[src/rtl/wbtc_pkg.sv]
package wbtc_pkg;

	// default sizing
	localparam int TEXT_LIMIT_DEF     = 8192;
	localparam int MAX_DOC_CHUNKS_DEF = 512;
	localparam int SIZE_LIMIT_DEF     = 512;
	localparam int SPACE_WINDOW_DEF   = 1024;

	// configuration port
	localparam int CFG_W     = 10;
	localparam int CFG_IDX_W = 2;
	localparam int OVL_W     = 9;

	localparam logic [CFG_IDX_W-1:0] REG_CHUNK_SIZE = 2'd0;
	localparam logic [CFG_IDX_W-1:0] REG_OVERLAP    = 2'd1;
	localparam logic [CFG_IDX_W-1:0] REG_QUARTER    = 2'd2;

	localparam logic [CFG_W-1:0] CHUNK_SIZE_RST = 10'd128;
	localparam logic [OVL_W-1:0] OVERLAP_RST    = 9'd32;

	localparam logic [7:0] SPACE_CODE    = 8'h20;
	localparam int         QUARTER_SHIFT = 2;

	localparam int ID_W      = 16;
	localparam int POS_OUT_W = 14;

	typedef struct packed {
		logic [7:0] text_byte;
		logic       end_of_text;
	} wbtc_in_t;

	typedef struct packed {
		logic [ID_W-1:0]      chunk_seq;
		logic [POS_OUT_W-1:0] chunk_start;
		logic [POS_OUT_W-1:0] chunk_end;
		logic                 first_in_doc;
		logic                 last_chunk;
	} wbtc_out_t;

	// controller -> datapath
	typedef struct packed {
		logic accept;
		logic emit_mid;
		logic emit_last;
		logic set_lo;
		logic set_idx;
		logic scan_step;
	} wbtc_cmd_t;

	// datapath -> controller
	typedef struct packed {
		logic hit_in;
		logic eot_in;
		logic eot_pend;
		logic emit_ok;
		logic scan_done;
	} wbtc_status_t;

endpackage

[src/rtl/wbtc_ram.sv]
module wbtc_ram #(
	parameter int WIDTH = 1,
	parameter int DEPTH = 1024
) (
	input  logic                     clk,
	input  logic                     we,
	input  logic [$clog2(DEPTH)-1:0] waddr,
	input  logic [WIDTH-1:0]         wdata,
	input  logic                     re,
	input  logic [$clog2(DEPTH)-1:0] raddr,
	output logic [WIDTH-1:0]         rdata
);

	logic [WIDTH-1:0] mem_q [DEPTH];

	always_ff @(posedge clk) begin
		if (we) begin
			mem_q[waddr] <= wdata;
		end
		if (re) begin
			rdata <= mem_q[raddr];
		end
	end

endmodule

[src/rtl/wbtc_ctrl.sv]
module wbtc_ctrl
	import wbtc_pkg::*;
(
	input  logic         clk,
	input  logic         arst_n,
	input  logic         in_valid,
	output logic         in_ready,
	input  wbtc_status_t status,
	output wbtc_cmd_t    cmd
);

	localparam logic [2:0] ST_IDLE      = 3'd0;
	localparam logic [2:0] ST_EMIT_MID  = 3'd1;
	localparam logic [2:0] ST_SET_LO    = 3'd2;
	localparam logic [2:0] ST_SET_IDX   = 3'd3;
	localparam logic [2:0] ST_SCAN      = 3'd4;
	localparam logic [2:0] ST_EMIT_LAST = 3'd5;

	logic [2:0] state_q;
	logic [2:0] state_d;

	assign in_ready = (state_q == ST_IDLE);

	always_comb begin
		state_d = state_q;
		cmd     = '0;
		unique case (state_q)
			ST_IDLE: begin
				if (in_valid) begin
					cmd.accept = 1'b1;
					if (status.hit_in) begin
						state_d = ST_EMIT_MID;
					end else if (status.eot_in) begin
						state_d = ST_EMIT_LAST;
					end
				end
			end
			ST_EMIT_MID: begin
				if (status.emit_ok) begin
					cmd.emit_mid = 1'b1;
					state_d      = ST_SET_LO;
				end
			end
			ST_SET_LO: begin
				cmd.set_lo = 1'b1;
				state_d    = ST_SET_IDX;
			end
			ST_SET_IDX: begin
				cmd.set_idx = 1'b1;
				state_d     = ST_SCAN;
			end
			ST_SCAN: begin
				cmd.scan_step = 1'b1;
				if (status.scan_done) begin
					state_d = status.eot_pend ? ST_EMIT_LAST : ST_IDLE;
				end
			end
			ST_EMIT_LAST: begin
				if (status.emit_ok) begin
					cmd.emit_last = 1'b1;
					state_d       = ST_IDLE;
				end
			end
			default: begin
				state_d = ST_IDLE;
			end
		endcase
	end

	always_ff @(posedge clk or negedge arst_n) begin
		if (!arst_n) begin
			state_q <= ST_IDLE;
		end else begin
			state_q <= state_d;
		end
	end

endmodule

[src/rtl/wbtc_datapath.sv]
module wbtc_datapath
	import wbtc_pkg::*;
#(
	parameter int TEXT_LIMIT     = TEXT_LIMIT_DEF,
	parameter int MAX_DOC_CHUNKS = MAX_DOC_CHUNKS_DEF,
	parameter int SIZE_LIMIT     = SIZE_LIMIT_DEF,
	parameter int SPACE_WINDOW   = SPACE_WINDOW_DEF
) (
	input  logic                 clk,
	input  logic                 arst_n,
	input  wbtc_in_t             in_data,
	output logic                 out_valid,
	input  logic                 out_ready,
	output wbtc_out_t            out_data,
	input  logic                 cfg_wr_en,
	input  logic [CFG_IDX_W-1:0] cfg_index,
	input  logic [CFG_W-1:0]     cfg_wr_data,
	input  wbtc_cmd_t            cmd,
	output wbtc_status_t         status
);

	localparam int PW = $clog2(TEXT_LIMIT + 1);
	localparam int ZW = $clog2(SIZE_LIMIT + 1);
	localparam int OW = (ZW > OVL_W) ? ZW : OVL_W;
	localparam int AW = $clog2(SPACE_WINDOW);
	localparam int WW = $clog2(SPACE_WINDOW + 1);
	localparam int CW = ((PW > WW) ? PW : WW) + 1;
	localparam int HW = ((PW > ZW) ? PW : ZW) + 1;
	localparam int NW = $clog2(MAX_DOC_CHUNKS + 1);

	// configuration
	logic [CFG_W-1:0] chunk_size_q;
	logic [OVL_W-1:0] overlap_q;
	logic             quarter_q;

	// per-document state
	logic [PW-1:0]   pos_q;
	logic [PW-1:0]   cb_q;
	logic [PW-1:0]   last_sp_q;
	logic            spv_q;
	logic [AW-1:0]   widx_q;
	logic [NW-1:0]   cnt_q;
	logic [ID_W-1:0] id_q;
	logic            eot_q;

	// chunk / scan
	logic [PW-1:0]   end_q;
	logic [PW-1:0]   lo_q;
	logic [PW-1:0]   addr_q;
	logic [AW-1:0]   rd_idx_q;
	logic            pend_s1;
	logic [PW-1:0]   pos_s1;
	logic            rdata;

	logic            out_valid_q;
	wbtc_out_t       out_q;

	logic [ZW-1:0]   size;
	logic [OW-1:0]   ov;
	logic            room;
	logic            is_sp;
	logic [PW-1:0]   end_in;
	logic [CW-1:0]   lo_a;
	logic [CW-1:0]   lo_w;
	logic [CW-1:0]   lo_d;
	logic [PW-1:0]   back_span;
	logic [CW-1:0]   idx_d;
	logic            addr_lt;
	logic            found;
	logic            scan_done;
	logic [PW-1:0]   nxt_pick;
	logic [PW-1:0]   nxt;
	logic            limit;
	logic            out_room;
	logic            emit;
	logic            load;
	logic            rd_en;

	always_comb begin
		if (chunk_size_q == '0) begin
			size = ZW'(1);
		end else if (int'(chunk_size_q) > SIZE_LIMIT) begin
			size = ZW'(SIZE_LIMIT);
		end else begin
			size = ZW'(chunk_size_q);
		end
	end

	assign ov    = quarter_q ? OW'(size >> QUARTER_SHIFT) : OW'(overlap_q);
	assign room  = (pos_q != PW'(TEXT_LIMIT));
	assign is_sp = (in_data.text_byte == SPACE_CODE);

	// chunk end if this byte completes the window
	assign end_in = is_sp ? pos_q :
		((spv_q && (last_sp_q > cb_q)) ? last_sp_q : pos_q);

	// lower scan bound: end - overlap, kept inside the space window
	assign lo_a = (CW'(end_q) > CW'(ov)) ? (CW'(end_q) - CW'(ov)) : '0;
	assign lo_w = (CW'(pos_q) > CW'(SPACE_WINDOW)) ?
		(CW'(pos_q) - CW'(SPACE_WINDOW)) : '0;
	assign lo_d = (lo_a > lo_w) ? lo_a : lo_w;

	// window slot of lo_q, counted back from the write slot
	assign back_span = pos_q - lo_q;
	assign idx_d = (CW'(widx_q) >= CW'(back_span)) ? (CW'(widx_q) - CW'(back_span)) :
		(CW'(widx_q) + CW'(SPACE_WINDOW) - CW'(back_span));

	assign addr_lt   = (addr_q < end_q);
	assign found     = pend_s1 && rdata;
	assign scan_done = found || (!pend_s1 && !addr_lt);
	assign nxt_pick  = found ? pos_s1 : end_q;
	assign nxt       = (nxt_pick <= cb_q) ? end_q : nxt_pick;
	assign rd_en     = cmd.scan_step && !scan_done && addr_lt;

	assign limit    = (cnt_q >= NW'(MAX_DOC_CHUNKS));
	assign out_room = !out_valid_q || out_ready;
	assign emit     = cmd.emit_mid || cmd.emit_last;
	assign load     = emit && !limit;

	assign status.hit_in    = room && ((HW'(cb_q) + HW'(size)) == HW'(pos_q));
	assign status.eot_in    = in_data.end_of_text;
	assign status.eot_pend  = eot_q;
	assign status.emit_ok   = limit || out_room;
	assign status.scan_done = scan_done;

	assign out_valid = out_valid_q;
	assign out_data  = out_q;

	wbtc_ram #(
		.WIDTH(1),
		.DEPTH(SPACE_WINDOW)
	) u_flags (
		.clk  (clk),
		.we   (cmd.accept && room),
		.waddr(widx_q),
		.wdata(is_sp),
		.re   (rd_en),
		.raddr(rd_idx_q),
		.rdata(rdata)
	);

	always_ff @(posedge clk or negedge arst_n) begin
		if (!arst_n) begin
			chunk_size_q <= CHUNK_SIZE_RST;
			overlap_q    <= OVERLAP_RST;
			quarter_q    <= 1'b0;
		end else if (cfg_wr_en) begin
			unique case (cfg_index)
				REG_CHUNK_SIZE: chunk_size_q <= cfg_wr_data;
				REG_OVERLAP:    overlap_q    <= cfg_wr_data[OVL_W-1:0];
				REG_QUARTER:    quarter_q    <= cfg_wr_data[0];
				default: begin
				end
			endcase
		end
	end

	always_ff @(posedge clk or negedge arst_n) begin
		if (!arst_n) begin
			pos_q       <= '0;
			cb_q        <= '0;
			spv_q       <= 1'b0;
			widx_q      <= '0;
			cnt_q       <= '0;
			id_q        <= ID_W'(1);
			eot_q       <= 1'b0;
			pend_s1     <= 1'b0;
			out_valid_q <= 1'b0;
		end else begin
			if (cmd.accept) begin
				eot_q <= in_data.end_of_text;
				if (room) begin
					pos_q  <= pos_q + 1'b1;
					widx_q <= (widx_q == AW'(SPACE_WINDOW - 1)) ? '0 : widx_q + 1'b1;
					if (is_sp) begin
						spv_q <= 1'b1;
					end
				end
			end
			if (cmd.set_idx) begin
				pend_s1 <= 1'b0;
			end
			if (cmd.scan_step) begin
				if (scan_done) begin
					cb_q    <= nxt;
					pend_s1 <= 1'b0;
				end else begin
					pend_s1 <= addr_lt;
				end
			end
			if (load) begin
				id_q <= (id_q == '1) ? ID_W'(1) : id_q + 1'b1;
			end
			if (load && !cmd.emit_last) begin
				cnt_q <= cnt_q + 1'b1;
			end
			if (load) begin
				out_valid_q <= 1'b1;
			end else if (out_ready) begin
				out_valid_q <= 1'b0;
			end
			// document done: per-document state back to reset
			if (cmd.emit_last) begin
				pos_q  <= '0;
				cb_q   <= '0;
				spv_q  <= 1'b0;
				widx_q <= '0;
				cnt_q  <= '0;
				eot_q  <= 1'b0;
			end
		end
	end

	always_ff @(posedge clk) begin
		if (cmd.accept && room) begin
			end_q <= end_in;
			if (is_sp) begin
				last_sp_q <= pos_q;
			end
		end
		if (cmd.set_lo) begin
			lo_q <= PW'(lo_d);
		end
		if (cmd.set_idx) begin
			addr_q   <= lo_q;
			rd_idx_q <= AW'(idx_d);
		end
		if (rd_en) begin
			pos_s1   <= addr_q;
			addr_q   <= addr_q + 1'b1;
			rd_idx_q <= (rd_idx_q == AW'(SPACE_WINDOW - 1)) ? '0 : rd_idx_q + 1'b1;
		end
		if (load) begin
			out_q.chunk_seq    <= id_q;
			out_q.chunk_start  <= POS_OUT_W'(cb_q);
			out_q.chunk_end    <= cmd.emit_last ? POS_OUT_W'(pos_q) : POS_OUT_W'(end_q);
			out_q.first_in_doc <= (cnt_q == '0);
			out_q.last_chunk   <= cmd.emit_last;
		end
	end

`ifndef SYNTHESIS
	a_start_advances: assert property (@(posedge clk) disable iff (!arst_n)
		(cmd.scan_step && scan_done) |=> (cb_q > $past(cb_q)))
		else $error("chunk start did not advance");

	a_scan_in_range: assert property (@(posedge clk) disable iff (!arst_n)
		pend_s1 |-> (pos_s1 < end_q))
		else $error("scan read past chunk end");

	a_count_bound: assert property (@(posedge clk) disable iff (!arst_n)
		cnt_q <= NW'(MAX_DOC_CHUNKS))
		else $error("chunk count over limit");

	a_id_nonzero: assert property (@(posedge clk) disable iff (!arst_n)
		id_q != '0)
		else $error("chunk id is zero");

	a_emit_room: assert property (@(posedge clk) disable iff (!arst_n)
		emit |-> (limit || out_room))
		else $error("chunk emitted over a held word");
`endif

endmodule

[src/rtl/word_boundary_text_chunker.sv]
// channel  direction  handshake              payload
// in       sink       in_valid / in_ready    in_data   (text_byte, end_of_text)
// out      source     out_valid / out_ready  out_data  (chunk_seq .. last_chunk)
// cfg      sink       cfg_wr_en              cfg_index, cfg_wr_data
//
// A byte that does not close a chunk window leaves the block ready for more.
// A byte that closes a window runs accept, emit, the set_lo and set_idx setup
// states, then the overlap scan reads one space flag per cycle from the
// flag RAM (single read port), stopping at the first space found; a scan that
// finds none ends once its last read has been checked.
// An end_of_text word adds an emit_last step for the final chunk.
// Reset (arst_n low) restores registers and clears per-document state; no
// clearing pass over the flag RAM is needed.
// A held output word stalls the next emission, and input behind it; bytes that
// close no window are taken while it waits.
module word_boundary_text_chunker
	import wbtc_pkg::*;
#(
	parameter int TEXT_LIMIT     = TEXT_LIMIT_DEF,
	parameter int MAX_DOC_CHUNKS = MAX_DOC_CHUNKS_DEF,
	parameter int SIZE_LIMIT     = SIZE_LIMIT_DEF,
	parameter int SPACE_WINDOW   = SPACE_WINDOW_DEF
) (
	input  logic                 clk,
	input  logic                 arst_n,

	input  logic                 in_valid,
	output logic                 in_ready,
	input  wbtc_in_t             in_data,

	output logic                 out_valid,
	input  logic                 out_ready,
	output wbtc_out_t            out_data,

	input  logic                 cfg_wr_en,
	input  logic [CFG_IDX_W-1:0] cfg_index,
	input  logic [CFG_W-1:0]     cfg_wr_data
);

	// controller sequences accept -> emit -> scan setup -> scan -> final emit;
	// datapath owns positions, the space flag RAM and the output register
	wbtc_cmd_t    cmd;
	wbtc_status_t status;

	wbtc_ctrl u_ctrl (
		.clk     (clk),
		.arst_n  (arst_n),
		.in_valid(in_valid),
		.in_ready(in_ready),
		.status  (status),
		.cmd     (cmd)
	);

	wbtc_datapath #(
		.TEXT_LIMIT    (TEXT_LIMIT),
		.MAX_DOC_CHUNKS(MAX_DOC_CHUNKS),
		.SIZE_LIMIT    (SIZE_LIMIT),
		.SPACE_WINDOW  (SPACE_WINDOW)
	) u_datapath (
		.clk        (clk),
		.arst_n     (arst_n),
		.in_data    (in_data),
		.out_valid  (out_valid),
		.out_ready  (out_ready),
		.out_data   (out_data),
		.cfg_wr_en  (cfg_wr_en),
		.cfg_index  (cfg_index),
		.cfg_wr_data(cfg_wr_data),
		.cmd        (cmd),
		.status     (status)
	);

endmodule

[config.mk]
export PLATFORM = sky130hd
export DESIGN_NAME = word_boundary_text_chunker
export DESIGN_NICKNAME = d
export VERILOG_FILES = /design/src/rtl/wbtc_pkg.sv /design/src/rtl/wbtc_ram.sv /design/src/rtl/wbtc_ctrl.sv /design/src/rtl/wbtc_datapath.sv /design/src/rtl/word_boundary_text_chunker.sv
export SDC_FILE = /design/constraint.sdc
export NUM_CORES = 2
export LEC_CHECK = 0
export BUFFER_PORTS_ARGS = -buffer_cell sky130_fd_sc_hd__buf_2
export CAP_MARGIN = 25
export CELL_PAD_IN_SITES_DETAIL_PLACEMENT = 0
export CELL_PAD_IN_SITES_GLOBAL_PLACEMENT = 1
export CORE_MARGIN = 2
export CORE_UTILIZATION = 35
export DETAILED_ROUTE_END_ITERATION = 16
export HOLD_SLACK_MARGIN = 0.08
export PLACE_DENSITY_LB_ADDON = 0.1
export RECOVER_POWER = 100
export SYNTH_ARGS = -nofsm -noshare
export SYNTH_HDL_FRONTEND = slang
export SYNTH_HIERARCHICAL = 1
export SYNTH_SLANG_ARGS = --single-unit
[constraint.sdc]
create_clock -name clk -period 4.2 [get_ports clk]
set_clock_uncertainty 0.15 [all_clocks]
set_input_delay 0.42 -clock clk [delete_from_list [all_inputs] [get_ports clk]]
set_output_delay 0.42 -clock clk [all_outputs]
set_load 0.05 [all_outputs]
==> impl_metrics.env <==
export IMPL_die_h_um=411
export IMPL_yosysWarnings=6
export IMPL_dieWidth_um=411
export IMPL_place_inst=6539
export IMPL_clk_path_buf_depth=3
export IMPL_drt_wl_total_mm=182
export IMPL_first_global_vias=37000
export IMPL_worst_pin_slew_ns=2.95
export IMPL_highest_layer="met5"
export IMPL_cpLargestDelayFamily="simple AND/OR/NAND/NOR gates"
export IMPL_ant_nets=0
export IMPL_power_internal_uw=25800
export IMPL_crit_path_top_delay_cell="nand3_1"
export IMPL_grt_max_degree=191
export IMPL_synth_ff_type="edfxtp_1"
export IMPL_drt_iter0_drc=3172
export IMPL_power_switching_uw=13600
export IMPL_critical_path_startpoint_type="flip-flop"
export IMPL_clkSlewWorstSetupHoldPaths_ns=0.06
export IMPL_fin_cells=6845
export IMPL_synthesis_instances=4349
export IMPL_met1_length_mm=81.7
export IMPL_post_drt_wl_per_cell_um=26.5
export IMPL_ys_ff_latch=1242
export IMPL_dpl_instance_area_mm2=0.0624
export IMPL_finalCritPeriodShare_pct=101
export IMPL_status="complete, but fails checks"
export IMPL_start_util_pct=35.2
export IMPL_drv_cap=12
export IMPL_finish_utilization_pct=40.6
export IMPL_h_tree_depth=4
export IMPL_clk_latency_ns=0.79
export IMPL_combPwrFrac_pct=31.1
export IMPL_path_max_fanout=19
export IMPL_holdWs_ns=0.237
export IMPL_first_pass_iters=7
export IMPL_gr_total_overflow=0
export IMPL_core_mm2=0.165
export IMPL_setup_viol=26
export IMPL_wl_met3_mm=8.48
export IMPL_nets=4672
export IMPL_irDropWorstVdd_uv=490
export IMPL_pwr_share_seq_pct=37.6
export IMPL_p_leak_uw=0.0199
export IMPL_tritoncts="done"
export IMPL_rsz0062_at_grt="true"
export IMPL_num_rows=149
export IMPL_fmax_ghz=0.235
export IMPL_critical_path_arrival_ns=4.59
export IMPL_ios=74
export IMPL_syn_area_mm2=0.0579
export IMPL_slowest_delay_ns=0.71
export IMPL_swShare_pct=34.5
export IMPL_portBuffers=73
export IMPL_antenna_found_initial=12
export IMPL_finalInstanceArea_mm2=0.0668
export IMPL_drive_above_1_share_pct=17.6
export IMPL_relSlewSlack_pct=-96.8
export IMPL_cts_made_buffers=147
export IMPL_via_per_inst=5.35
export IMPL_violations="capacitance limit, slew limit, setup timing"
export IMPL_cts_sinks=1242
export IMPL_drc=0
export IMPL_fin_crit_ns=4.26
export IMPL_slew_viol_final=1179
export IMPL_synth_nets=4485
export IMPL_end_kind="flip-flop"
export IMPL_yosysUniqueCellTypes=98
export IMPL_crit_type="flip-flop to flip-flop"
export IMPL_cts_root_buf="clkbuf_16"
export IMPL_yosysSeqAreaShare_pct=63.7
export IMPL_gp_congestion=0.797
export IMPL_grt_pass1_wl_mm=264
export IMPL_syn2layout_area_growth_pct=15.4
export IMPL_syn_area_per_cell_um2=13.3
export IMPL_crit_required_ns=4.53
export IMPL_clkPwrFrac_pct=31.4
export IMPL_hold_class="input port to flip-flop"
export IMPL_synthArstFlopShare_pct=7.33
export IMPL_finalHoldViolCount=0
export IMPL_track_usage_pct=21.5
export IMPL_power_density_mw_per_mm2=590
export IMPL_cp_num_buf_inv=4
export IMPL_dp_hpwl_mm=108
export IMPL_num_fill_cells=15700
export IMPL_synth_edf_count=1151
export IMPL_vias=36600
export IMPL_finalWorstSetupSlack_ns=-0.0573
export IMPL_crit_chain="inv_1, ha_1, and3b_1, nand4_1, nand2_1, inv_4, clkbuf_1, nand3_1, buf_12, nor2_1"
export IMPL_die_area_mm2=0.169
export IMPL_wl_met2_mm=87.2
## what timing repair did
| action | CTS | global route |
|---|---|---|
| gates cloned | 0 | 1 |
| resized for setup | 22 | 59 |
| endpoints found under the setup margin | 15 | 16 |
| hold buffers | 26 | 0 |
| pin swaps | 6 | 18 |
| hold endpoints to repair | 80 | 0 |
| buffers inserted | 3 | 9 |
## stage by stage
| step | power, uW | setup TNS, ns | worst slack (ns) |
|---|---|---|---|
| final | 39400 | -1.05 | -0.0573 |
| after global routing | 41300 | -3.56 | -0.152 |
| after CTS | 39800 | 0 | 0.00330 |
| after detailed placement | 27300 | -2.90 | -0.270 |
| after global placement | 27300 | -3.47 | -0.340 |
| after floorplan | 22600 | -5375.04 | -5.25 |
## flip-flops by register name, summed over array words and instances, names as in the netlist
signal                    flops
u_ctrl/state_q                3
u_datapath/cnt_q             10
u_datapath/overlap_q          9
u_datapath/pos_s1            14
u_datapath/pos_q             14
u_datapath/u_flags/rdata      1
u_datapath/last_sp_q         14
u_datapath/lo_q              14
u_datapath/quarter_q          1
u_datapath/widx_q            10
u_datapath/id_q              16
u_datapath/rd_idx_q          10
u_datapath/cb_q              14
u_datapath/chunk_size_q      10
u_datapath/end_q             14
u_datapath/pend_s1            1
u_datapath/out_data          46
u_datapath/out_valid          1
u_datapath/eot_q              1
u_datapath/addr_q            14
u_datapath/u_flags/mem_q   1024
u_datapath/spv_q              1
## logic make-up (layout without fill, tap and decap cells)
family          Yosys count  count (layout)  synth area share, %
mux                     430             430                 12.3
compound gates          397             397                 4.62
xor+xnor                 98              98                 1.50
other cells               0               1                    0
fa+ha+maj               110             110                 2.43
flops                  1242            1242                 63.7
buf+inv                 432             737                 3.43
simple gates           1640            1641                 12.1
## synthesized netlist by cell type, drive strengths merged (36+ instances only)
| cell | number | share of area [%] |
|---|---|---|
| a21oi | 98 | 0.85 |
| buf | 135 | 1.5 |
| clkbuf | 211 | 1.4 |
| dfrtp | 88 | 3.8 |
| edfxtp | 1151 | 60 |
| ha | 106 | 2.3 |
| inv | 83 | 0.54 |
| mux2 | 54 | 1.1 |
| mux2i | 162 | 2.8 |
| mux4 | 214 | 8.4 |
| nand2 | 190 | 1.2 |
| nand3 | 78 | 0.67 |
| nand4 | 36 | 0.39 |
| nor2 | 1122 | 7.3 |
| nor3 | 53 | 0.47 |
| o21ai | 78 | 0.68 |
| o221ai | 49 | 0.74 |
| xnor2 | 55 | 0.83 |
| xor2 | 43 | 0.66 |
## power groups by stage
stage / clock network, uW / registers (uW) / logic, uW
2_1_floorplan: 0 / 15500 / 7110
3_3_place_gp: 0 / 15000 / 12200
3_5_place_dp: 0 / 15100 / 12200
4_1_cts: 12700 / 14800 / 12400
5_1_grt: 13200 / 14900 / 13200
6_report: 12400 / 14800 / 12200
## worst paths after layout
kind,endpoint,cells after the start,slack (ns),start
max,u_datapath/u_flags/mem_q[266],10,-0.06,u_datapath/pos_q[10]
min reg2reg,u_datapath/id_q[14],1,0.34,u_datapath/id_q[14]
max reg2reg,u_datapath/u_flags/mem_q[266],10,-0.06,u_datapath/pos_q[10]
min,u_datapath/out_valid,3,0.24,out_ready
max in group asynchronous,u_datapath/id_q[14],3,1.68,arst_n
min in group asynchronous,u_datapath/chunk_size_q[0],2,0.46,arst_n
## worst min-delay path, delay by kind of cell
kind	cells	cell delay, ns
AO/OA/AOI/OAI	1	0.07
buffers and inverters	2	0.62
## per-layer routing
| metal | vias to the layer above | global-route usage, % |
|---|---|---|
| li1 | 16400 | - |
| met1 | 19100 | 30.0 |
| met2 | 861 | 35.4 |
| met3 | 218 | 2.99 |
| met4 | 2 | 5.51 |
| met5 | - | 0 |
## placed cells by master (no fill, tap or decap), types with 86 or more instances in the layout
cell,netlist,final
nand2_1,189,184
edfxtp_1,1151,1151
mux2i_1,162,161
buf_4,20,168
clkbuf_16,0,149
ha_1,106,102
dfrtp_1,88,86
clkbuf_1,208,114
a21oi_1,97,91
mux4_2,200,200
nor2_1,1121,1120
## final cells by class
class | instances | area (um^2) | area share, %
diodes | 1 | 2.50 | 0.00375
clock buffers | 192 | 3960 | 5.93
clock inverters | 76 | 659 | 0.987
inverters | 86 | 327 | 0.489
multi-input cells | 2676 | 19400 | 29.0
flip-flops and latches | 1242 | 36800 | 55.1
well taps | 2189 | 2740 | 4.10
repair buffers | 383 | 2900 | 4.34
Power figures use the tool's default switching activity.
